==> src/sv/lzsd_pkg.sv <==
package lzsd_pkg;

   // history window and counters
   localparam int WINDOW_DEPTH = 4096;
   localparam int WIN_BITS     = $clog2(WINDOW_DEPTH);
   localparam int COUNT_BITS   = 24;
   localparam int CMP_BITS     = COUNT_BITS + 1;
   localparam int CFG_BITS     = 24;

   // token layout
   localparam int DIST_BITS  = 12;
   localparam int LEN_BITS   = 5;
   localparam int LEN_BIAS   = 3;
   localparam int FLAG_ITEMS = 8;
   localparam int FPOS_BITS  = 4;

   // command queue between front and back
   localparam int FIFO_DEPTH = 4;
   localparam int FIFO_BITS  = $clog2(FIFO_DEPTH);

   typedef enum logic [1:0] {
      ST_RUN,
      ST_DONE,
      ST_TRUNC,
      ST_BADREF
   } status_type;

   typedef enum logic [1:0] {
      OP_LITERAL,
      OP_COPY,
      OP_STATUS
   } op_type;

   typedef enum logic [1:0] {
      BACK_IDLE,
      BACK_READ,
      BACK_EMIT
   } back_state_type;

   // one decoded action for the back end
   typedef struct packed {
      op_type                op;
      logic [7:0]            data;
      logic [DIST_BITS-1:0]  distance;
      logic [LEN_BITS-1:0]   len;
      logic [WIN_BITS-1:0]   pos;
      status_type            status;
   } cmd_type;

endpackage

==> src/sv/lzsd_front.sv <==
module lzsd_front
   import lzsd_pkg::*;
(
   input  logic                clock,
   input  logic                reset,
   input  logic                req_tvalid,
   output logic                req_tready,
   input  logic [7:0]          req_tdata,
   input  logic                req_tuser,
   input  logic                req_tlast,
   input  logic                csr_wr_en,
   input  logic [CFG_BITS-1:0] csr_wr_data,
   input  logic                fifo_full,
   output logic                push,
   output cmd_type             push_cmd
);

   logic [CFG_BITS-1:0]   out_len_ff;
   logic [COUNT_BITS-1:0] prod_ff, prod_in;
   logic [7:0]            flags_ff, flags_in;
   logic [FPOS_BITS-1:0]  fpos_ff, fpos_in;
   logic [7:0]            tlow_ff, tlow_in;
   logic                  await_ff, await_in;
   logic                  over_ff, over_in;

   logic                  accept;
   logic [COUNT_BITS-1:0] e_prod;
   logic [7:0]            e_flags;
   logic [FPOS_BITS-1:0]  e_fpos;
   logic                  e_await;
   logic                  e_over;
   logic [DIST_BITS-1:0]  tok_dist;
   logic [LEN_BITS-1:0]   tok_len;
   logic [CMP_BITS-1:0]   prod_ext;
   logic [CMP_BITS-1:0]   len_ext;
   logic [CMP_BITS-1:0]   copy_end;
   logic [COUNT_BITS-1:0] lit_prod;
   logic                  bad_ref;

   assign req_tready = !fifo_full;
   assign accept     = req_tvalid && req_tready;

   // state as seen by this request, after a stream start clears it
   assign e_prod  = req_tuser ? '0 : prod_ff;
   assign e_flags = req_tuser ? '0 : flags_ff;
   assign e_fpos  = req_tuser ? FPOS_BITS'(FLAG_ITEMS) : fpos_ff;
   assign e_await = req_tuser ? 1'b0 : await_ff;
   assign e_over  = req_tuser ? 1'b0 : over_ff;

   // token fields and range checks
   assign tok_dist = {req_tdata[3:0], tlow_ff};
   assign tok_len  = LEN_BITS'(req_tdata[7:4]) + LEN_BITS'(LEN_BIAS);
   assign prod_ext = {1'b0, e_prod};
   assign len_ext  = CMP_BITS'(out_len_ff);
   assign copy_end = prod_ext + CMP_BITS'(tok_len);
   assign lit_prod = e_prod + 1'b1;
   assign bad_ref  = (tok_dist == '0) || (CMP_BITS'(tok_dist) > prod_ext)
                     || (copy_end > len_ext);

   // classify the request and build the command
   always_comb begin
      prod_in  = prod_ff;
      flags_in = flags_ff;
      fpos_in  = fpos_ff;
      tlow_in  = tlow_ff;
      await_in = await_ff;
      over_in  = over_ff;
      push     = 1'b0;
      push_cmd.op       = OP_STATUS;
      push_cmd.data     = req_tdata;
      push_cmd.distance = tok_dist;
      push_cmd.len      = '0;
      push_cmd.pos      = e_prod[WIN_BITS-1:0];
      push_cmd.status   = ST_RUN;
      if (accept) begin
         prod_in  = e_prod;
         flags_in = e_flags;
         fpos_in  = e_fpos;
         await_in = e_await;
         over_in  = e_over;
         if (e_over) begin
            // stream over: ignore
         end else if (prod_ext >= len_ext) begin
            over_in         = 1'b1;
            push            = 1'b1;
            push_cmd.status = ST_DONE;
         end else if (e_fpos >= FPOS_BITS'(FLAG_ITEMS)) begin
            // flag byte
            flags_in = req_tdata;
            fpos_in  = '0;
            if (req_tlast) begin
               over_in         = 1'b1;
               push            = 1'b1;
               push_cmd.status = ST_TRUNC;
            end
         end else if (!e_flags[e_fpos[2:0]]) begin
            // literal byte
            push         = 1'b1;
            push_cmd.op  = OP_LITERAL;
            push_cmd.len = LEN_BITS'(1);
            prod_in      = lit_prod;
            fpos_in      = e_fpos + 1'b1;
            if (lit_prod >= COUNT_BITS'(out_len_ff)) begin
               over_in         = 1'b1;
               push_cmd.status = ST_DONE;
            end else if (req_tlast) begin
               over_in         = 1'b1;
               push_cmd.status = ST_TRUNC;
            end
         end else if (!e_await) begin
            // token low byte
            tlow_in  = req_tdata;
            await_in = 1'b1;
            if (req_tlast) begin
               over_in         = 1'b1;
               push            = 1'b1;
               push_cmd.status = ST_TRUNC;
            end
         end else begin
            // token high byte completes a back reference
            await_in = 1'b0;
            push     = 1'b1;
            if (bad_ref) begin
               over_in         = 1'b1;
               push_cmd.status = ST_BADREF;
            end else begin
               push_cmd.op  = OP_COPY;
               push_cmd.len = tok_len;
               prod_in      = copy_end[COUNT_BITS-1:0];
               fpos_in      = e_fpos + 1'b1;
               if (copy_end >= len_ext) begin
                  over_in         = 1'b1;
                  push_cmd.status = ST_DONE;
               end else if (req_tlast) begin
                  over_in         = 1'b1;
                  push_cmd.status = ST_TRUNC;
               end
            end
         end
      end
   end

   always_ff @(posedge clock) begin
      if (reset) begin
         out_len_ff <= CFG_BITS'(1);
         prod_ff    <= '0;
         flags_ff   <= '0;
         fpos_ff    <= FPOS_BITS'(FLAG_ITEMS);
         tlow_ff    <= '0;
         await_ff   <= 1'b0;
         over_ff    <= 1'b1;
      end else begin
         if (csr_wr_en) begin
            out_len_ff <= csr_wr_data;
         end
         prod_ff  <= prod_in;
         flags_ff <= flags_in;
         fpos_ff  <= fpos_in;
         tlow_ff  <= tlow_in;
         await_ff <= await_in;
         over_ff  <= over_in;
      end
   end

endmodule

==> config.mk <==
export PLATFORM = sky130hd
export DESIGN_NAME = lzsd_front
export DESIGN_NICKNAME = d
export VERILOG_FILES = /design/src/sv/lzsd_pkg.sv /design/src/sv/lzsd_front.sv
export SDC_FILE = /design/constraint.sdc
export NUM_CORES = 1
export LEC_CHECK = 0
export ABC_AREA = 1
export ABC_CLOCK_PERIOD_IN_PS = 7000
export BUFFER_PORTS_ARGS = -buffer_cell sky130_fd_sc_hd__buf_2
export CAP_MARGIN = 5
export CELL_PAD_IN_SITES_DETAIL_PLACEMENT = 1
export CELL_PAD_IN_SITES_GLOBAL_PLACEMENT = 2
export CORE_MARGIN = 2
export CORE_UTILIZATION = 35
export DETAILED_ROUTE_END_ITERATION = 8
export MAX_ROUTING_LAYER = met4
export PLACE_DENSITY = 0.9
export SLEW_MARGIN = 20
export SYNTH_ARGS = -nofsm -noshare
export SYNTH_HDL_FRONTEND = slang
export SYNTH_SLANG_ARGS = --single-unit
==> constraint.sdc <==
create_clock -name clock -period 7 [get_ports clock]
set_clock_uncertainty 0.15 [all_clocks]
set_input_delay 0.7 -clock clock [delete_from_list [all_inputs] [get_ports clock]]
set_output_delay 0.7 -clock clock [all_outputs]
set_load 0.01 [all_outputs]
==> key figures, run 1 <==
Status
  – Status: complete, no violations

Critical path
  – Crit path kind: in2out
  – Worst Path Required: 6.15 ns
  – Critical path capture point type: output port
  – CP arrival: 5.61 ns
  – Setup crit start kind: primary input
  – CP max FO: 29

STA
  – Worst slew pin tran: 0.855 ns
  – Worst hold slack: 0.329 ns
  – RSZ-0062 raised after global routing: no
  – Slew HR: 42.8%
  – FMAX: 0.155 GHz
  – Fin Setup TNS: 0 ns
  – Final Critical Period: 6.46 ns
  – Final setup vio count: 0
  – Fin. max-slew vios: 0
  – Crit share post-route: 92.2%
  – Final Hold Viols: 0

Min path
  – Hold Crit Class: reg2reg

Clock network
  – CTS tree: built
  – Hold-fix buffers, CTS: 0
  – Clock root buffer: clkbuf_16
  – Post-CTS Setup Bufs: 0
  – Clock Sinks: 70
  – Clk_lat worst skew: 0.36 ns
  – Number of gates resized after cts: 0
  – TritonCTS Buffers: 9
  – Clock Tree Buf Depth: 2
  – Clock transition at path regs: 0.07 ns
  – Htree depth: 3

Routing
  – Met2 WL: 13300 um
  – Final ANT Viol Nets: 0
  – Via density: 5.25
  – DRT iter0 DRCs: 409
  – Via count: 7905
  – Drc violations: 0
  – Total Wirelength: 28300 um
  – Routed len/inst: 18.8 um
  – Met3 routed WL: 1310 um
  – Top Metal Used: met4
  – Drt pass-1 iters: 5
  – Wl on met1: 12900 um

GRT
  – Total grt overflow: 0
  – First-pass GRT wire length: 44300 um
  – Vias in the first global route: 7962
  – Pin count of the biggest net entering global routing: 48
  – Initial antenna violation count: 0
  – Tot GR Track Use: 26.7%

Synth
  – Top FF cell, synth: dfxtp_1
  – Number of flops mapped to enable cells by yosys: 0
  – Synth top area share: 18.9%
  – Top cells by area, synth: dfxtp_1, ha_1, nand2_1, inv_1, a21oi_1
  – Largest area contributor in the netlist: dfxtp_1
  – Yosys reg bits: 70
  – Ys Warns: 0
  – Post-synth ARST share: 0%
  – Sequential area share after synthesis: 18.9%
  – Cell variety after synth: 45
  – Post-synthesis net count: 1305
  – Syn Area/Cell: 6.33 um2
  – Synthesized area: 7420 um2
  – Gate Count Post-Synth: 1172

Floorplan
  – Die height: 150 um
  – Initial Utilization: 35.5%
  – Total core area: 20900 um2
  – Die area: 22400 um2
  – Die W: 150 um
  – Num rows: 53
  – IO Pins: 82

Place
  – IO buf count: 81
  – HPWL Detailed: 21900 um
  – Inst Count DP: 1491
  – Routability cong.: 0.957

Power
  – Internal power: 0.816 mW
  – Total power: 1.30 mW
  – Maximum vdd drop: 0.105 mV
  – Combinational share of power: 28.5%
  – Part of the power in registers: 33.4%
  – Net Switching: 0.484 mW
  – Leakage: 4.27 nW
  – Clock share of power: 38.1%
  – Power density cells: 157 nW/um2
  – Sw Share: 37.2%

Cells and area
  – Fin util: 39.5%
  – Layout area overhead: 11.3%
  – N_diodes: 0
  – Layout cell share with drive strength beyond 1: 12.9%
  – Non-filler instance count after layout: 1507
  – Fin nets: 1360

Flow run
  – Max Cap Viol: 0
-- sequential cells by signal, summed over array words and instances, names as in the netlist --
register	count
prod_ff	24
fpos_ff	4
out_len_ff	24
flags_ff	8
over_ff	1
tlow_ff	8
await_ff	1
-- through the flow --
step	area (um2)	setup WS, ns
global route	8260	0.170
finish	8260	0.544
global placement	7950	0.801
CTS	8260	0.602
detailed placement	7950	0.625
floorplan	7420	1.81
-- Yosys cell counts (2+ instances only) --
master,number
nor3_2,4
nor2_4,5
buf_4,13
nand3_1,79
inv_1,168
o21ai_0,70
nand3b_1,2
nand2_1,269
xor2_1,34
nor2_2,11
dfxtp_1,70
nand3_2,2
o21ai_1,7
nand4_1,19
o211ai_1,10
a211oi_1,2
inv_2,6
nor4_1,4
ha_1,93
buf_12,2
clkinv_1,3
buf_6,3
nor3_1,18
nor3_4,2
buf_2,9
xnor2_1,3
nand2_4,7
a21o_1,5
nand2_2,9
clkbuf_1,20
or2_2,2
nor2_1,100
a21oi_1,106
o21bai_1,3
o22ai_1,2
-- path summary, 6_finish.rpt --
check	startpoint	to	slack [ns]	depth (start not counted)
min reg2reg	fpos_ff[0]	fpos_ff[0]	0.33	2
min	fpos_ff[0]	fpos_ff[0]	0.33	2
max reg2reg	prod_ff[0]	prod_ff[22]	2.21	26
max	req_tuser	push_cmd[16]	0.54	24
-- cell usage in the layout, fill, tap and decap left out, types with 5 or more instances in the layout --
| cell | n |
|---|---|
| nand2_1 | 269 |
| inv_1 | 168 |
| a21oi_1 | 106 |
| nor2_1 | 100 |
| ha_1 | 93 |
| buf_2 | 81 |
| nand3_1 | 79 |
| o21ai_0 | 70 |
| dfxtp_1 | 70 |
| xor2_1 | 34 |
| nand4_1 | 19 |
| nor3_1 | 18 |
| nor2_2 | 11 |
| o211ai_1 | 10 |
| buf_4 | 10 |
| nand2_2 | 9 |
| clkbuf_16 | 9 |
| nand2_4 | 7 |
| o21ai_1 | 7 |
| inv_2 | 6 |
| nor2_4 | 5 |
| a21o_1 | 5 |
-- routing by layer --
metal  up-vias  GRT usage, %
li1       3915             -
met2       194          44.6
met5         -             -
met4         0          8.14
met3        37          3.81
met1      3759          33.5
-- logic make-up after synthesis --
kind of cell    Yosys count  synth area share (%)
fa+ha+maj                94                  16.0
buf+inv                 225                  13.0
simple gates            537                  32.9
flops                    70                  18.9
xor+xnor                 37                  4.37
compound gates          209                  15.0
-- final cells by class --
type | instances | area (um2)
Inverter | 178 | 671
Clock buffer | 9 | 225
Timing Repair Buffer | 91 | 480
Clock inverter | 7 | 80.1
Fill cell | 2782 | 12600
Multi-Input combinational cell | 877 | 5050
Sequential cell | 70 | 1400
Tap cell | 275 | 344
-- power by group through the flow --
| stage | registers [mW] | clock network (mW) | logic (mW) |
|---|---|---|---|
| finish | 0.435 | 0.495 | 0.370 |
| global route | 0.437 | 0.522 | 0.416 |
| CTS | 0.434 | 0.508 | 0.370 |
| detailed placement | 0.443 | 0 | 0.367 |
| global placement | 0.443 | 0 | 0.358 |
| floorplan | 0.439 | 0 | 0.252 |
-- worst max-delay path: stages --
cell and delay [ns]:
buf_2 0.43, inv_4 0.32, nand2_4 0.20, inv_2 0.09, ha_1 0.38, nand3_1 0.13
nand2_1 0.12, nand2_1 0.08, a21oi_1 0.48, nand2_1 0.16, o21ai_0 0.18, inv_1 0.10
ha_1 0.30, nand4_1 0.10, nor3_1 0.31, nand2_1 0.09, nor2_1 0.15, nand2_1 0.08
nand2_2 0.11, nand3_4 0.20, inv_1 0.27, nand3_1 0.22, nor3_1 0.23, buf_2 0.16
No activity file was read; power rests on OpenSTA's default activity.
==> run 2, diff against run 1 <==
- ABC_AREA: 1 -> default
- CORE_UTILIZATION: 35 -> 38
- HOLD_SLACK_MARGIN: default -> 0.08
- PLACE_DENSITY: 0.9 -> 0.89
==> run 2 against run 1 <==
Net effect: combinational power decreased by 42%; first-iteration DRC count grew 14%; maximum frequency increased by 1.9%; global-route usage decreased by 0.81 points; setup slack gained 0.12 ns; die area fell by 14%; non-clock buffer count unchanged; register-to-register slack lost 1.0 ns; critical path depth decreased by 4; sequential cell count did not move; core utilization up 3.5 points; critical endpoint is now push_cmd[18].
==> key figures, run 2 <==
Status
  – Status: complete, no violations (unchanged)

Floorplan
  – Die W: 139 um (was 150 um)
  – Die area: 19300 um2 (was 22400 um2)
  – Num rows: 49 (was 53)
  – Die height: 139 um (was 150 um)
  – Total core area: 17900 um2 (was 20900 um2)
  – IO Pins: 82 (unchanged)
  – Initial Utilization: 38.7% (was 35.5%)

STA
  – Crit share post-route: 90.5% (was 92.2%)
  – Final setup vio count: 0 (unchanged)
  – Fin Setup TNS: 0 ns (unchanged)
  – RSZ-0062 raised after global routing: no (unchanged)
  – Final Critical Period: 6.34 ns (was 6.46 ns)
  – Final Hold Viols: 0 (unchanged)
  – FMAX: 0.158 GHz (was 0.155 GHz)
  – Worst slew pin tran: 0.943 ns (was 0.855 ns)
  – Slew HR: 37.0% (was 42.8%)
  – Fin. max-slew vios: 0 (unchanged)

Critical path
  – Crit-path slowest cell: nor2b_1 (was a21oi_1)
  – Crit path kind: in2out (unchanged)
  – CP max FO: 11 (was 29)
  – Setup crit start kind: primary input (unchanged)
  – R2R Path End: prod_ff[15] (was prod_ff[22])
  – CP peak stage delay: 0.57 ns (was 0.48 ns)
  – Worst Path Required: 6.15 ns (about the same)
  – Critical path capture point type: output port (unchanged)
  – Reg2reg path depth: 20 (was 26)
  – Flop-to-flop setup slack: 1.21 ns (was 2.21 ns)
  – Reg-to-reg critical path startpoint: prod_ff[0] (unchanged)
  – WP buf/inv: 2 (was 6)
  – Worst-path cell chain: buf_2 > nor2b_1 > ha_1 > fa_1 > a21oi_1 > o22ai_1 > nand3_2 > nor3_1 > xnor2_1 > nor2_1 > ha_1 > nand4_1 > nor2_1 > a22oi_1 > nand3_1 > a211oi_4 > o21ai_4 > or2_1 > nor3_1 > buf_2 (was buf_2 > inv_4 > nand2_4 > inv_2 > ha_1 > nand3_1 > nand2_1 > nand2_1 > a21oi_1 > nand2_1 > o21ai_0 > inv_1 > ha_1 > nand4_1 > nor3_1 > nand2_1 > nor2_1 > nand2_1 > nand2_2 > nand3_4 > inv_1 > nand3_1 > nor3_1 > buf_2)
  – CP top delay family: simple AND/OR/NAND/NOR gates (unchanged)
  – CP arrival: 5.49 ns (was 5.61 ns)

Synth
  – Post-synthesis net count: 995 (was 1305)
  – Post-synth ARST share: 0% (unchanged)
  – Syn Area/Cell: 8.04 um2 (was 6.33 um2)
  – Top FF cell, synth: dfxtp_1 (unchanged)
  – Top-count cell post-synth: ha_1 (was nand2_1)
  – Number of flops mapped to enable cells by yosys: 0 (unchanged)
  – Synth top area share: 20.2% (was 18.9%)
  – Gate Count Post-Synth: 862 (was 1172)
  – Yosys reg bits: 70 (unchanged)
  – Sequential area share after synthesis: 20.2% (was 18.9%)
  – Cell variety after synth: 98 (was 45)
  – Top cells by area, synth: dfxtp_1, ha_1, mux2i_1, nor2_1, xnor2_1 (was dfxtp_1, ha_1, nand2_1, inv_1, a21oi_1)
  – Ys Warns: 0 (unchanged)
  – Largest area contributor in the netlist: dfxtp_1 (unchanged)
  – Synth top cells by count: ha_1, nor2_1, dfxtp_1, nand2_1, a21oi_1 (was nand2_1, inv_1, a21oi_1, nor2_1, ha_1)
  – Synthesized area: 6930 um2 (was 7420 um2)

Routing
  – Total Wirelength: 24300 um (was 28300 um)
  – Via count: 6603 (was 7905)
  – Via density: 5.78 (was 5.25)
  – Drc violations: 0 (unchanged)
  – Met3 routed WL: 893 um (was 1310 um)
  – Wl on met1: 11400 um (was 12900 um)
  – DRT iter0 DRCs: 466 (was 409)
  – Routed len/inst: 21.3 um (was 18.8 um)
  – Top Metal Used: met4 (unchanged)
  – Final ANT Viol Nets: 0 (unchanged)
  – Met2 WL: 11300 um (was 13300 um)
  – Drt pass-1 iters: 5 (unchanged)

Clock network
  – Post-CTS Setup Bufs: 0 (unchanged)
  – CTS tree: built (unchanged)
  – Clock Tree Buf Depth: 2 (unchanged)
  – Hold-fix buffers, CTS: 0 (unchanged)
  – TritonCTS Buffers: 9 (unchanged)
  – Clk_lat worst skew: 0.36 ns (about the same)
  – Clock root buffer: clkbuf_16 (unchanged)
  – Clock Sinks: 70 (unchanged)
  – Number of gates resized after cts: 0 (unchanged)
  – Htree depth: 3 (unchanged)
  – Clock transition at path regs: 0.05 ns (was 0.07 ns)

Place
  – Routability cong.: 0.901 (was 0.957)
  – DP Area: 7420 um2 (was 7950 um2)
  – IO buf count: 81 (unchanged)
  – HPWL Detailed: 18400 um (was 21900 um)

Min path
  – Hold Crit Depth: 1 (was 2)
  – Hold Crit Endpoint: flags_ff[1] (was fpos_ff[0])
  – Hold Path Origin: flags_ff[1] (was fpos_ff[0])
  – Hold Crit Class: reg2reg (unchanged)

Cells and area
  – Fin nets: 1042 (was 1360)
  – Post-route cell area: 7710 um2 (was 8260 um2)
  – Largest regs: out_len_ff: 24 flops, prod_ff: 24 flops (unchanged)
  – Commonest cells after routing, fill and taps aside: ha_1, nor2_1, buf_2 (was nand2_1, inv_1, a21oi_1)
  – Most common cell after layout, fill and taps aside: ha_1 (was nand2_1)
  – Layout area overhead: 11.2% (was 11.3%)
  – N_diodes: 0 (unchanged)
  – Fin util: 43.0% (was 39.5%)
  – Layout cell share with drive strength beyond 1: 15.7% (was 12.9%)

Flow run
  – Max Cap Viol: 0 (unchanged)

Power
  – Power density cells: 146 nW/um2 (was 157 nW/um2)
  – Total power: 1.12 mW (was 1.30 mW)
  – Leakage: 3.39 nW (was 4.27 nW)
  – Maximum vdd drop: 0.112 mV (was 0.105 mV)

GRT
  – Vias in the first global route: 6759 (was 7962)
  – Total grt overflow: 0 (unchanged)
  – Pin count of the biggest net entering global routing: 49 (was 48)
  – First-pass GRT wire length: 38300 um (was 44300 um)
  – Initial antenna violation count: 0 (unchanged)
  – Tot GR Track Use: 25.9% (was 26.7%)
run 2: stage by stage:
stage	hold WS (ns)	setup slack (ns)	cells
finish	0.332	0.664	1142
CTS	0.329	0.783	1142
global route	0.357	0.453	1142
floorplan	0.287	1.10	862
detailed placement	0.317	0.787	1127
global placement	0.308	0.914	1127
run 2: layer usage:
layer / vias up / track usage (%)
li1: 3181 / -
met1: 3250 / 33.5
met2: 137 / 41.6
met3: 35 / 2.94
met4: 0 / 10.1
met5: - / -
run 2: worst max-delay path by stage:
stage,start,end,slack (ns),cells after the start
after floorplan,req_tuser,push_cmd[18],1.10,23
after global placement,req_tuser,push_cmd[18],0.91,22
after detailed placement,req_tuser,push_cmd[18],0.79,20
after CTS,req_tuser,push_cmd[18],0.78,20
after global routing,req_tuser,push_cmd[18],0.45,20
final,req_tuser,push_cmd[18],0.66,20
run 2: final cells by class:
cell class	instances	area, um2
fill	2217	10200
multi-input combinational	690	5070
sequential	70	1400
timing repair buffer	91	480
tap	229	287
clock buffer	11	243
inverter	47	179
clock inverter	4	47.5
run 2: kinds of logic (layout without fill, tap and decap cells):
| group | after synthesis | in the layout | share of synthesized area (%) |
|---|---|---|---|
| multiplexers | 43 | 43 | 6.57 |
| flip-flops | 70 | 70 | 20.2 |
| adder cells (fa/ha/maj) | 94 | 94 | 17.1 |
| AND/OR/NAND/NOR | 314 | 314 | 23.9 |
| buffers and inverters | 102 | 153 | 6.77 |
| XOR/XNOR | 45 | 45 | 5.79 |
| AO/OA/AOI/OAI | 194 | 194 | 19.6 |
run 2: power breakdown:
| part | leakage [nW] | internal [mW] | switching (mW) | total (mW) |
|---|---|---|---|---|
| clock | 0.141 | 0.283 | 0.202 | 0.484 |
| sequential | 0.571 | 0.412 | 0.0110 | 0.423 |
| combinational | 2.68 | 0.0805 | 0.136 | 0.216 |
| total | 3.39 | 0.775 | 0.348 | 1.12 |
