--- config.mk ---
export PLATFORM = sky130hd
export DESIGN_NAME = lzsd_cmd_fifo
export DESIGN_NICKNAME = d
export VERILOG_FILES = /design/src/sv/lzsd_pkg.sv /design/src/sv/lzsd_cmd_fifo.sv
export SDC_FILE = /design/constraint.sdc
export NUM_CORES = 1
export LEC_CHECK = 0
export BUFFER_PORTS_ARGS = -buffer_cell sky130_fd_sc_hd__buf_4
export CORE_UTILIZATION = 45
export CTS_CLUSTER_DIAMETER = 60
export CTS_CLUSTER_SIZE = 12
export DETAILED_ROUTE_END_ITERATION = 7
export GPL_TIMING_DRIVEN = 1
export MAX_ROUTING_LAYER = met4
export SLEW_MARGIN = 10
export SYNTH_ARGS = -nofsm -noshare
export SYNTH_HDL_FRONTEND = slang
export SYNTH_SLANG_ARGS = --single-unit
--- constraint.sdc ---
create_clock -name clock -period 2.6 [get_ports clock]
set_input_delay 0.26 -clock clock [delete_from_list [all_inputs] [get_ports clock]]
set_output_delay 0.26 -clock clock [all_outputs]
set_load 0.05 [all_outputs]
--- src/sv/lzsd_pkg.sv ---
package lzsd_pkg;

   // history window and counters
   localparam int WINDOW_DEPTH = 4096;
   localparam int WIN_BITS     = $clog2(WINDOW_DEPTH);
   localparam int COUNT_BITS   = 24;
   localparam int CMP_BITS     = COUNT_BITS + 1;
   localparam int CFG_BITS     = 24;

   // token layout
   localparam int DIST_BITS  = 12;
   localparam int LEN_BITS   = 5;
   localparam int LEN_BIAS   = 3;
   localparam int FLAG_ITEMS = 8;
   localparam int FPOS_BITS  = 4;

   // command queue between front and back
   localparam int FIFO_DEPTH = 4;
   localparam int FIFO_BITS  = $clog2(FIFO_DEPTH);

   typedef enum logic [1:0] {
      ST_RUN,
      ST_DONE,
      ST_TRUNC,
      ST_BADREF
   } status_type;

   typedef enum logic [1:0] {
      OP_LITERAL,
      OP_COPY,
      OP_STATUS
   } op_type;

   typedef enum logic [1:0] {
      BACK_IDLE,
      BACK_READ,
      BACK_EMIT
   } back_state_type;

   // one decoded action for the back end
   typedef struct packed {
      op_type                op;
      logic [7:0]            data;
      logic [DIST_BITS-1:0]  distance;
      logic [LEN_BITS-1:0]   len;
      logic [WIN_BITS-1:0]   pos;
      status_type            status;
   } cmd_type;

endpackage

--- src/sv/lzsd_cmd_fifo.sv ---
module lzsd_cmd_fifo
   import lzsd_pkg::*;
(
   input  logic    clock,
   input  logic    reset,
   input  logic    push,
   input  cmd_type push_cmd,
   output logic    full,
   input  logic    pop,
   output logic    empty,
   output cmd_type head
);

   cmd_type              mem_ff [FIFO_DEPTH];
   logic [FIFO_BITS-1:0] wr_ptr_ff, wr_ptr_in;
   logic [FIFO_BITS-1:0] rd_ptr_ff, rd_ptr_in;
   logic [FIFO_BITS:0]   count_ff, count_in;

   assign full  = (count_ff == (FIFO_BITS+1)'(FIFO_DEPTH));
   assign empty = (count_ff == '0);
   assign head  = mem_ff[rd_ptr_ff];

   // pointer and fill level update
   always_comb begin
      wr_ptr_in = wr_ptr_ff;
      rd_ptr_in = rd_ptr_ff;
      count_in  = count_ff;
      if (push) begin
         wr_ptr_in = wr_ptr_ff + 1'b1;
      end
      if (pop) begin
         rd_ptr_in = rd_ptr_ff + 1'b1;
      end
      if (push && !pop) begin
         count_in = count_ff + 1'b1;
      end else if (pop && !push) begin
         count_in = count_ff - 1'b1;
      end
   end

   always_ff @(posedge clock) begin
      if (reset) begin
         wr_ptr_ff <= '0;
         rd_ptr_ff <= '0;
         count_ff  <= '0;
      end else begin
         wr_ptr_ff <= wr_ptr_in;
         rd_ptr_ff <= rd_ptr_in;
         count_ff  <= count_in;
      end
   end

   // entry storage
   always_ff @(posedge clock) begin
      if (push) begin
         mem_ff[wr_ptr_ff] <= push_cmd;
      end
   end

   // queue never overflows or underflows
   assert property (@(posedge clock) disable iff (reset) !(push && full))
      else $error("command pushed into full queue");
   assert property (@(posedge clock) disable iff (reset) !(pop && empty))
      else $error("command popped from empty queue");
   assert property (@(posedge clock) disable iff (reset)
      count_ff <= (FIFO_BITS+1)'(FIFO_DEPTH))
      else $error("queue fill level out of range");

endmodule

==> results of run 1 <==
==> flip-flops by register name, indices dropped and copies added, names as in the netlist, named ones only <==
signal / cells
wr_ptr_ff: 2
count_ff: 3
rd_ptr_ff: 2
mem_ff: 164
==> worst max path at each step <==
| stage | to | cells past startpoint |
|---|---|---|
| 3_5_place_dp | head[1] | 3 |
| 4_1_cts | head[1] | 3 |
| 3_3_place_gp | head[1] | 3 |
| 6_report | head[1] | 3 |
| 5_1_grt | head[1] | 3 |
| 2_1_floorplan | mem_ff[2][0] | 3 |
==> through the flow <==
step	util, %	std cells
global route	56.3	558
finish	56.3	558
CTS	56.3	558
detailed placement	52.5	526
floorplan	-	259
global placement	52.5	526
==> where the power goes <==
group          total [mW]  leakage (nW)  switching [mW]  internal, mW
clock                2.27         0.255           0.974          1.30
combinational       0.997         0.839           0.627         0.370
sequential           3.25          1.58          0.0565          3.20
==> layout by cell type (no fill, tap or decap), drive strengths merged, types with 2 or more instances in the layout <==
cell type  instances
edfxtp           164
buf               98
mux4              41
clkbuf            18
clkinv            11
dfxtp              9
nor2               7
ha                 5
inv                4
and2               4
xor2               3
xnor2              2
mux2i              2
clkinvlp           2
==> worst max-delay path, cell delays in order, from the launching register on <==
cell	delay [ns]
dfxtp_4	0.61
buf_4	0.29
mux4_2	0.53
buf_4	0.21
==> layout make-up <==
| type | count | area [um^2] |
|---|---|---|
| Fill cell | 1095 | 6060 |
| Sequential cell | 173 | 5110 |
| Multi-Input combinational cell | 71 | 1160 |
| Timing Repair Buffer | 98 | 773 |
| Clock buffer | 18 | 429 |
| Tap cell | 180 | 225 |
| Clock inverter | 14 | 104 |
| Inverter | 4 | 15.0 |
==> metal layers <==
layer / wire length [um] / global-route usage (%)
met5: 0 / -
met4: 143 / 7.64
met3: 485 / 4.70
met2: 5530 / 26.4
met1: 4700 / 20.8
==> kinds of logic after synthesis <==
logic type | synth area share, %
adder cells (fa/ha/maj) | 1.29
flip-flops | 79.8
buffers and inverters | 2.09
multiplexers | 14.8
AO/OA/AOI/OAI | 0.156
XOR/XNOR | 0.685
AND/OR/NAND/NOR | 1.15
==> flow_metrics.env, run 1 <==
export IMPL_port_buffers=87
export IMPL_max_vdd_ir_drop_mv=0.408
export IMPL_grt_pass1_vias=3091
export IMPL_post_dp_hpwl_mm=6.57
export IMPL_drt_wirelength_per_cell_um=19.5
export IMPL_syn_nets=310
export IMPL_worst_ep_required_time_ns=2.34
export IMPL_synth_distinct_cells=23
export IMPL_yosys_area_top_type="edfxtp_1"
export IMPL_r2r_cells=3
export IMPL_worst_hold_slack_ns=0.0361
export IMPL_hp_class="input pin to register"
export IMPL_n_antenna_cell=0
export IMPL_hp_start="push_cmd[33]"
export IMPL_initial_core_util_pct=46.1
export IMPL_cts_root_buffer="clkbuf_16"
export IMPL_drv_cap=0
export IMPL_synth_top_area_share_pct=77.0
export IMPL_grt_max_degree=33
export IMPL_track_usage_pct=16.9
export IMPL_cts_resized_gates=0
export IMPL_place_gp_congestion=0.673
export IMPL_skew_ns=0.0157
export IMPL_clkLatencyLatePin_ns=0.42
export IMPL_cts_max_level=4
export IMPL_min_period_over_period_pct=89.8
export IMPL_syn_avg_cell_area_um2=24.7
export IMPL_power_density_nw_per_um2=834
export IMPL_nets=416
export IMPL_core_area_um2=13900
export IMPL_setup_ws_ns=0.265
export IMPL_grt_ovfl_total=0
export IMPL_rrSetupSlack_ns=1.11
export IMPL_tns_ns=0
export IMPL_drtIter0Drc=195
export IMPL_maxSlewViolCount=0
export IMPL_layout_drive_gt1_share_pct=44.7
export IMPL_period_needed_ns=2.33
export IMPL_synth_commonest_cells="164 x edfxtp_1, 40 x mux4_2, 9 x dfxtp_1"
export IMPL_arrival_ns=2.07
export IMPL_postCtsSetupBuffers=0
export IMPL_clkTransAtPathRegs_ns=0.06
export IMPL_synthFlopType="edfxtp_1"
export IMPL_fp_dieH_um=121
export IMPL_cts_sinks=173
export IMPL_hold_viol=0
export IMPL_ys_warn_count=0
export IMPL_final_area_um2=7820
export IMPL_rr_endpoint="mem_ff[1][16]"
export IMPL_syn2layout_area_growth_pct=22.2
export IMPL_status="complete, no violations"
export IMPL_vias_per_cell=5.13
export IMPL_slew_headroom_pct=72.5
export IMPL_total_leakage_power_nw=2.68
export IMPL_hold_depth=1
export IMPL_ys_seq_area_share_pct=79.8
export IMPL_antenna_found_initial=0
export IMPL_ios=88
export IMPL_crit_type="register to output port"
export IMPL_netlist_top_cells_area="edfxtp_1 77%, mux4_2 14%, dfxtp_1 2.8%"
export IMPL_cp_end_kind="output port"
export IMPL_cts_tree="yes"
export IMPL_synth_seq_cells=173
export IMPL_die_x_um=121
export IMPL_r2r_start="wr_ptr_ff[0]"
export IMPL_final_setup_viol_count=0
export IMPL_min_to="mem_ff[1][33]"
export IMPL_synth_cells=259
export IMPL_drc=0
export IMPL_place_area_um2=7290
export IMPL_cts_hold_buf=0
export IMPL_cts_buffer_depth=2
export IMPL_pre_cts_slack_ns=0.679
export IMPL_vias=2862
export IMPL_async_flop_share_pct=0
export IMPL_worstMarginPinSlew_ns=0.413
export IMPL_power_mw=6.52
export IMPL_yosysMostFrequentCell="edfxtp_1"
export IMPL_fp_row_count=43
export IMPL_critPathLaunchType="register"
export IMPL_die_area_um2=14700
export IMPL_grt_pass1_wl_mm=16.9
export IMPL_fmax_mhz=428
export IMPL_cts_made_buffers=17
export IMPL_synth_edf_count=164
export IMPL_rsz0062_at_grt="false"
export IMPL_firstDrtPassIters=4
export IMPL_drtAntennaViolNets=0
export IMPL_critPathMaxFanout=19
export IMPL_netlist_area_um2=6400
export IMPL_wl_mm=10.9
Power figures use the tool's default switching activity.
==> inputs of run 2 (changes only) <==
--- a/config.mk
+++ b/config.mk
@@ -5,13 +5,18 @@
 export SDC_FILE = /design/constraint.sdc
 export NUM_CORES = 1
 export LEC_CHECK = 0
+export ABC_AREA = 1
 export BUFFER_PORTS_ARGS = -buffer_cell sky130_fd_sc_hd__buf_4
+export CELL_PAD_IN_SITES_DETAIL_PLACEMENT = 1
+export CELL_PAD_IN_SITES_GLOBAL_PLACEMENT = 1
 export CORE_UTILIZATION = 45
 export CTS_CLUSTER_DIAMETER = 60
 export CTS_CLUSTER_SIZE = 12
 export DETAILED_ROUTE_END_ITERATION = 7
 export GPL_TIMING_DRIVEN = 1
 export MAX_ROUTING_LAYER = met4
+export PLACE_DENSITY_LB_ADDON = 0.1
+export SKIP_CTS_REPAIR_TIMING = 1
 export SLEW_MARGIN = 10
 export SYNTH_ARGS = -nofsm -noshare
 export SYNTH_HDL_FRONTEND = slang
==> run 2 against run 1 <==
Against the previous run: power up 1.4%; register-to-register slack worse by 0.21 ns; critical path depth up 2; critical path type unchanged; design area up 1.7%; synthesized area up 1.9%; clock skew down 0.011 ns; count of clock-buffer cells in the layout up 1; critical endpoint is now head[20].
==> flow_metrics.env, run 2 <==
export IMPL_cts_sinks=173
export IMPL_die_x_um=122
export IMPL_synth_cells=454
export IMPL_cp_end_kind="output port"
export IMPL_async_flop_share_pct=0
export IMPL_p_sw_mw=1.67
export IMPL_post_dp_hpwl_mm=8.64
export IMPL_intPower_mw=4.94
export IMPL_worst_ep_required_time_ns=2.34
export IMPL_rsz0062_at_grt="false"
export IMPL_synth_adder_area_share_pct=1.27
export IMPL_critPathLaunchType="register"
export IMPL_nets=602
export IMPL_crit_type="register to output port"
export IMPL_tns_ns=0
export IMPL_final_cells=741
export IMPL_layout_drive_gt1_share_pct=24.1
export IMPL_synth_xor_area_share_pct=0.134
export IMPL_synth_compound_area_share_pct=10.8
export IMPL_setup_ws_ns=0.316
export IMPL_final_setup_viol_count=0
export IMPL_syn_avg_cell_area_um2=14.4
export IMPL_power_density_nw_per_um2=832
export IMPL_maxSlewViolCount=0
export IMPL_hp_class="input pin to register"
export IMPL_skew_ns=0.00473
export IMPL_slew_headroom_pct=57.0
export IMPL_combPwrFrac_pct=14.3
export IMPL_p_sw_share_pct=25.3
export IMPL_clkTransAtPathRegs_ns=0.06
export IMPL_grt_pass1_wl_mm=22.3
export IMPL_syn_nets=505
export IMPL_drtAntennaViolNets=0
export IMPL_rrSetupSlack_ns=0.90
export IMPL_arrival_ns=2.02
export IMPL_r2r_cells=5
export IMPL_synthMuxAreaShare_pct=0
export IMPL_layout_common_cells="164 x edfxtp_1, 99 x buf_4, 88 x nor2_1"
export IMPL_drc=0
export IMPL_wl_mm=14.3
export IMPL_power_mw=6.61
export IMPL_cts_tree="yes"
export IMPL_ys_warn_count=0
export IMPL_synthFlopType="edfxtp_1"
export IMPL_pwr_share_seq_pct=48.8
export IMPL_synth_top_family_by_area="compound AO/OA/AOI/OAI gates"
export IMPL_cts_root_buffer="clkbuf_16"
export IMPL_synth_simple_area_share_pct=5.91
export IMPL_yosysMostFrequentCell="edfxtp_1"
export IMPL_cts_max_level=4
export IMPL_largest_register_ffs=164
export IMPL_r2r_start="wr_ptr_ff[0]"
export IMPL_pre_cts_slack_ns=0.653
export IMPL_status="complete, no violations"
export IMPL_vias=4006
export IMPL_ios=88
export IMPL_critPathMaxFanout=26
export IMPL_antenna_found_initial=0
export IMPL_top_regs="mem_ff x164, count_ff x3"
export IMPL_max_vdd_ir_drop_mv=0.452
export IMPL_n_antenna_cell=0
export IMPL_utilization_pct=56.8
export IMPL_firstDrtPassIters=4
export IMPL_synth_commonest_cells="164 x edfxtp_1, 88 x nor2_1, 47 x o21ai_1"
export IMPL_hp_start="push_cmd[10]"
export IMPL_rr_endpoint="mem_ff[2][30]"
export IMPL_power_frac_clock_pct=36.9
export IMPL_fillers=1377
export IMPL_drt_wirelength_per_cell_um=19.3
export IMPL_track_usage_pct=21.2
export IMPL_synth_distinct_cells=19
export IMPL_synth_top_area_share_pct=75.5
export IMPL_total_leakage_power_nw=2.86
export IMPL_drtIter0Drc=302
export IMPL_min_to="mem_ff[3][10]"
export IMPL_fp_dieH_um=122
export IMPL_min_period_over_period_pct=87.8
export IMPL_max_flop_register="mem_ff"
export IMPL_clkLatencyLatePin_ns=0.42
export IMPL_netlist_top_cells_area="edfxtp_1 76%, nor2_1 5.1%, o22ai_1 3.9%"
export IMPL_cts_made_buffers=17
export IMPL_place_gp_congestion=0.752
export IMPL_worstMarginPinSlew_ns=0.645
export IMPL_syn2layout_area_growth_pct=22.0
export IMPL_layout_commonest_cell="edfxtp_1"
export IMPL_synth_edf_count=164
export IMPL_vias_per_cell=5.41
export IMPL_die_area_um2=15000
export IMPL_period_needed_ns=2.28
export IMPL_yosys_area_top_type="edfxtp_1"
export IMPL_cts_buffer_depth=2
export IMPL_dp_cells=711
export IMPL_synth_seq_cells=173
export IMPL_initial_core_util_pct=46.6
export IMPL_netlist_area_um2=6520
export IMPL_drv_cap=0
export IMPL_hold_depth=1
export IMPL_ys_seq_area_share_pct=78.3
export IMPL_hold_viol=0
export IMPL_grt_max_degree=57
export IMPL_fp_row_count=43
export IMPL_port_buffers=87
export IMPL_fmax_mhz=438
export IMPL_grt_pass1_vias=4249
export IMPL_grt_ovfl_total=0
export IMPL_core_area_um2=14000
## run 2: cell types whose count changed after synthesis, moves of 12 or more
cell,change
nor2_1,+81
o21ai_1,+47
o22ai_1,+41
mux4_2,-40
o21ai_0,+39
buf_2,+12
## run 2: metrics by stage
stage	hold WS (ns)	cell area, um^2
2_1_floorplan	0.332	6520
5_1_grt	0.0244	7950
3_3_place_gp	0.429	7380
3_5_place_dp	0.431	7380
4_1_cts	-0.0152	7940
6_report	0.0407	7950
## run 2: final cells by class
cell class,count,area [um^2],share of cell area [%]
clock inverter,10,125,1.57
sequential,173,5110,64.2
clock buffer,19,433,5.44
timing repair buffer,103,813,10.2
tap,180,225,2.83
multi-input combinational,239,1180,14.9
inverter,17,63.8,0.803
## run 2: worst max path at each step
stage                       startpoint            to  slack [ns]  cells past startpoint
final                         register      head[20]        0.32                      5
after global routing          register      head[20]        0.12                      5
after CTS                     register      head[20]        0.22                      5
after detailed placement      register      head[20]        0.65                      5
after global placement        register       head[7]        0.74                      5
after floorplan           wr_ptr_ff[0]  mem_ff[2][0]        0.81                      4
## run 2: critical path, stage by stage (launching register included)
cell	delay, ns
dfxtp_2	0.67
inv_2	0.25
buf_4	0.24
o21ai_0	0.09
o22ai_1	0.14
buf_4	0.21
## run 2: layer usage
metal	wire length [um]	up-vias	track usage, %
li1	-	1875	-
met1	6140	2035	25.4
met2	7330	79	34.9
met3	641	17	5.67
met4	231	0	6.86
met5	0	-	-
## run 2: kinds of logic after synthesis
group | count (synthesis)
buffers and inverters | 42
DFF | 173
adders and majority gates | 6
and+or+nand+nor | 101
xor gates and xnor gates | 1
AOI/OAI and AO/OA | 131
## run 2: power groups by stage
| stage | clock [mW] | sequential (mW) | combinational [mW] |
|---|---|---|---|
| 3_3_place_gp | 0 | 3.28 | 0.933 |
| 6_report | 2.44 | 3.23 | 0.948 |
| 2_1_floorplan | 0 | 3.27 | 0.625 |
| 5_1_grt | 2.60 | 3.24 | 1.01 |
| 4_1_cts | 2.48 | 3.23 | 0.962 |
| 3_5_place_dp | 0 | 3.28 | 0.957 |
==> inputs of run 3 (changes only) <==
--- a/config.mk
+++ b/config.mk
@@ -9,13 +9,13 @@
 export BUFFER_PORTS_ARGS = -buffer_cell sky130_fd_sc_hd__buf_4
 export CELL_PAD_IN_SITES_DETAIL_PLACEMENT = 1
 export CELL_PAD_IN_SITES_GLOBAL_PLACEMENT = 1
-export CORE_UTILIZATION = 45
+export CORE_UTILIZATION = 42
 export CTS_CLUSTER_DIAMETER = 60
 export CTS_CLUSTER_SIZE = 12
 export DETAILED_ROUTE_END_ITERATION = 7
 export GPL_TIMING_DRIVEN = 1
 export MAX_ROUTING_LAYER = met4
-export PLACE_DENSITY_LB_ADDON = 0.1
+export PLACE_DENSITY = 0.79
 export SKIP_CTS_REPAIR_TIMING = 1
 export SLEW_MARGIN = 10
 export SYNTH_ARGS = -nofsm -noshare
==> constraint.sdc (replaced) <==
create_clock -name clock -period 1.85 [get_ports clock]
set_input_delay 0.185 -clock clock [delete_from_list [all_inputs] [get_ports clock]]
set_output_delay 0.185 -clock clock [all_outputs]
set_load 0.05 [all_outputs]
==> run 3 against run 2 <==
Against the previous run: the run now ends with setup timing left; count of clock-buffer cells in the layout unchanged; die area up 7.0%; clock power up 52%; design area up 13%; non-clock buffer count up 51; first-iteration DRC count up 1.3%; largest power group unchanged.
==> flow_metrics.env, run 3 (synthesis gave the netlist of run 2 again) <==
export IMPL_slew_headroom_pct=76.3
export IMPL_final_setup_viol_count=11
export IMPL_n_antenna_cell=0
export IMPL_grt_max_degree=63
export IMPL_hold_viol=0
export IMPL_ios=88
export IMPL_hp_class="input pin to register"
export IMPL_track_usage_pct=20.2
export IMPL_worst_ep_required_time_ns=1.66
export IMPL_firstDrtPassIters=4
export IMPL_crit_type="register to output port"
export IMPL_r2r_cells=5
export IMPL_cts_buffer_depth=2
export IMPL_die_area_um2=16000
export IMPL_r2r_start="wr_ptr_ff[0]"
export IMPL_worstMarginPinSlew_ns=0.352
export IMPL_failed_checks="setup timing"
export IMPL_layout_commonest_cell="edfxtp_1"
export IMPL_worst_path_buf_inv=2
export IMPL_arrival_ns=1.79
export IMPL_drv_cap=0
export IMPL_crit_path_end="head[36]"
export IMPL_grt_pass1_vias=4348
export IMPL_fillers=1438
export IMPL_setup_ws_ns=-0.128
export IMPL_total_leakage_power_nw=3.27
export IMPL_cp_cell_sequence="buf_12 > o21ai_1 > o22ai_1 > buf_4"
export IMPL_maxSlewViolCount=0
export IMPL_rsz0062_at_grt="true"
export IMPL_clkTransAtPathRegs_ns=0.06
export IMPL_fp_dieH_um=127
export IMPL_seq_area_um2=5110
export IMPL_multi_input_area_um2=1380
export IMPL_post_dp_hpwl_mm=8.81
export IMPL_layout_common_cells="164 x edfxtp_1, 80 x buf_4, 76 x nor2_1"
export IMPL_cts_sinks=173
export IMPL_pre_cts_slack_ns=0.353
export IMPL_die_x_um=127
export IMPL_min_period_over_period_pct=107
export IMPL_critical_path_top_delay_family="buffers and inverters"
export IMPL_cpPeakStageDelay_ns=0.41
export IMPL_cts_max_level=4
export IMPL_drc=0
export IMPL_cp_end_kind="output port"
export IMPL_grt_pass1_wl_mm=22.7
export IMPL_cts_made_buffers=17
export IMPL_max_flop_register="mem_ff"
export IMPL_nets=653
export IMPL_drtAntennaViolNets=0
export IMPL_port_buffers=87
export IMPL_initial_core_util_pct=42.9
export IMPL_status="finished with violations"
export IMPL_top_regs="mem_ff x164, count_ff x3"
export IMPL_cp_depth=4
export IMPL_rr_endpoint="mem_ff[0][2]"
export IMPL_fmax_mhz=506
export IMPL_core_area_um2=15200
export IMPL_rrSetupSlack_ns=0.50
export IMPL_period_needed_ns=1.98
export IMPL_fp_row_count=45
export IMPL_max_vdd_ir_drop_mv=1.15
export IMPL_syn2layout_area_growth_pct=37.8
export IMPL_cts_tree="yes"
export IMPL_wl_mm=16.9
export IMPL_antenna_found_initial=0
export IMPL_place_gp_congestion=0.715
export IMPL_largest_register_ffs=164
export IMPL_grt_ovfl_total=0
export IMPL_clkLatencyLatePin_ns=0.43
export IMPL_drt_wirelength_per_cell_um=21.1
export IMPL_vias=4347
export IMPL_critPathLaunchType="register"
export IMPL_drtIter0Drc=306
export IMPL_skew_ns=0.00665
export IMPL_layout_drive_gt1_share_pct=32.0
export IMPL_cts_root_buffer="clkbuf_16"
export IMPL_vias_per_cell=5.41
export IMPL_critPathMaxFanout=27
export IMPL_power_mw=9.89
export IMPL_slowest_stage="dfxtp_2"
export IMPL_power_density_nw_per_um2=1100
==> run 3: worst min-delay path by stage <==
stage,start,depth (start not counted),end,slack [ns]
finish,push,3,wr_ptr_ff[0],0.10
global route,push,3,wr_ptr_ff[0],0.11
CTS,reset,2,count_ff[0],-0.11
detailed placement,reset,2,count_ff[0],0.36
global placement,reset,2,count_ff[0],0.35
floorplan,reset,1,count_ff[0],0.26
==> run 3: per-layer routing <==
layer | GRT usage (%) | share of wire (%) | up-vias
met5 | - | 0 | -
met4 | 6.95 | 1.2 | 0
met3 | 5.99 | 4.2 | 19
met2 | 34.5 | 54 | 123
met1 | 22.6 | 41 | 2215
li1 | - | - | 1990
==> run 3: per-stage QoR <==
step	utilization [%]	setup TNS (ns)	hold WS [ns]	instance area, um^2	std cells
6_report	59.1	-0.292	0.103	8980	803
5_1_grt	59.1	-2.39	0.111	8980	803
4_1_cts	52.9	-2.06	-0.105	8050	749
3_5_place_dp	49.0	0	0.360	7440	717
3_3_place_gp	49.0	0	0.351	7440	717
2_1_floorplan	-	0	0.257	6520	454
==> run 3: where the power goes <==
part           internal, mW  switching, mW  total, mW
Clock                  2.24           1.46       3.70
Combinational         0.587           1.06       1.65
Sequential             4.47         0.0724       4.54
Total                  7.30           2.59       9.89
==> run 3: final cells by class <==
cell class | instances | share of cell area (%)
repair buffers | 154 | 17.5
multi-input cells | 239 | 15.4
flip-flops and latches | 173 | 56.9
well taps | 188 | 2.62
inverters | 17 | 0.905
clock inverters | 13 | 1.92
clock buffers | 19 | 4.82
==> run 3: worst reg2reg max path, delay by kind of cell (launching register included) <==
| family | cells | cell delay, ns |
|---|---|---|
| buffers and inverters | 3 | 0.44 |
| DFF | 1 | 0.33 |
| adders and majority gates | 1 | 0.17 |
| and+or+nand+nor | 1 | 0.06 |
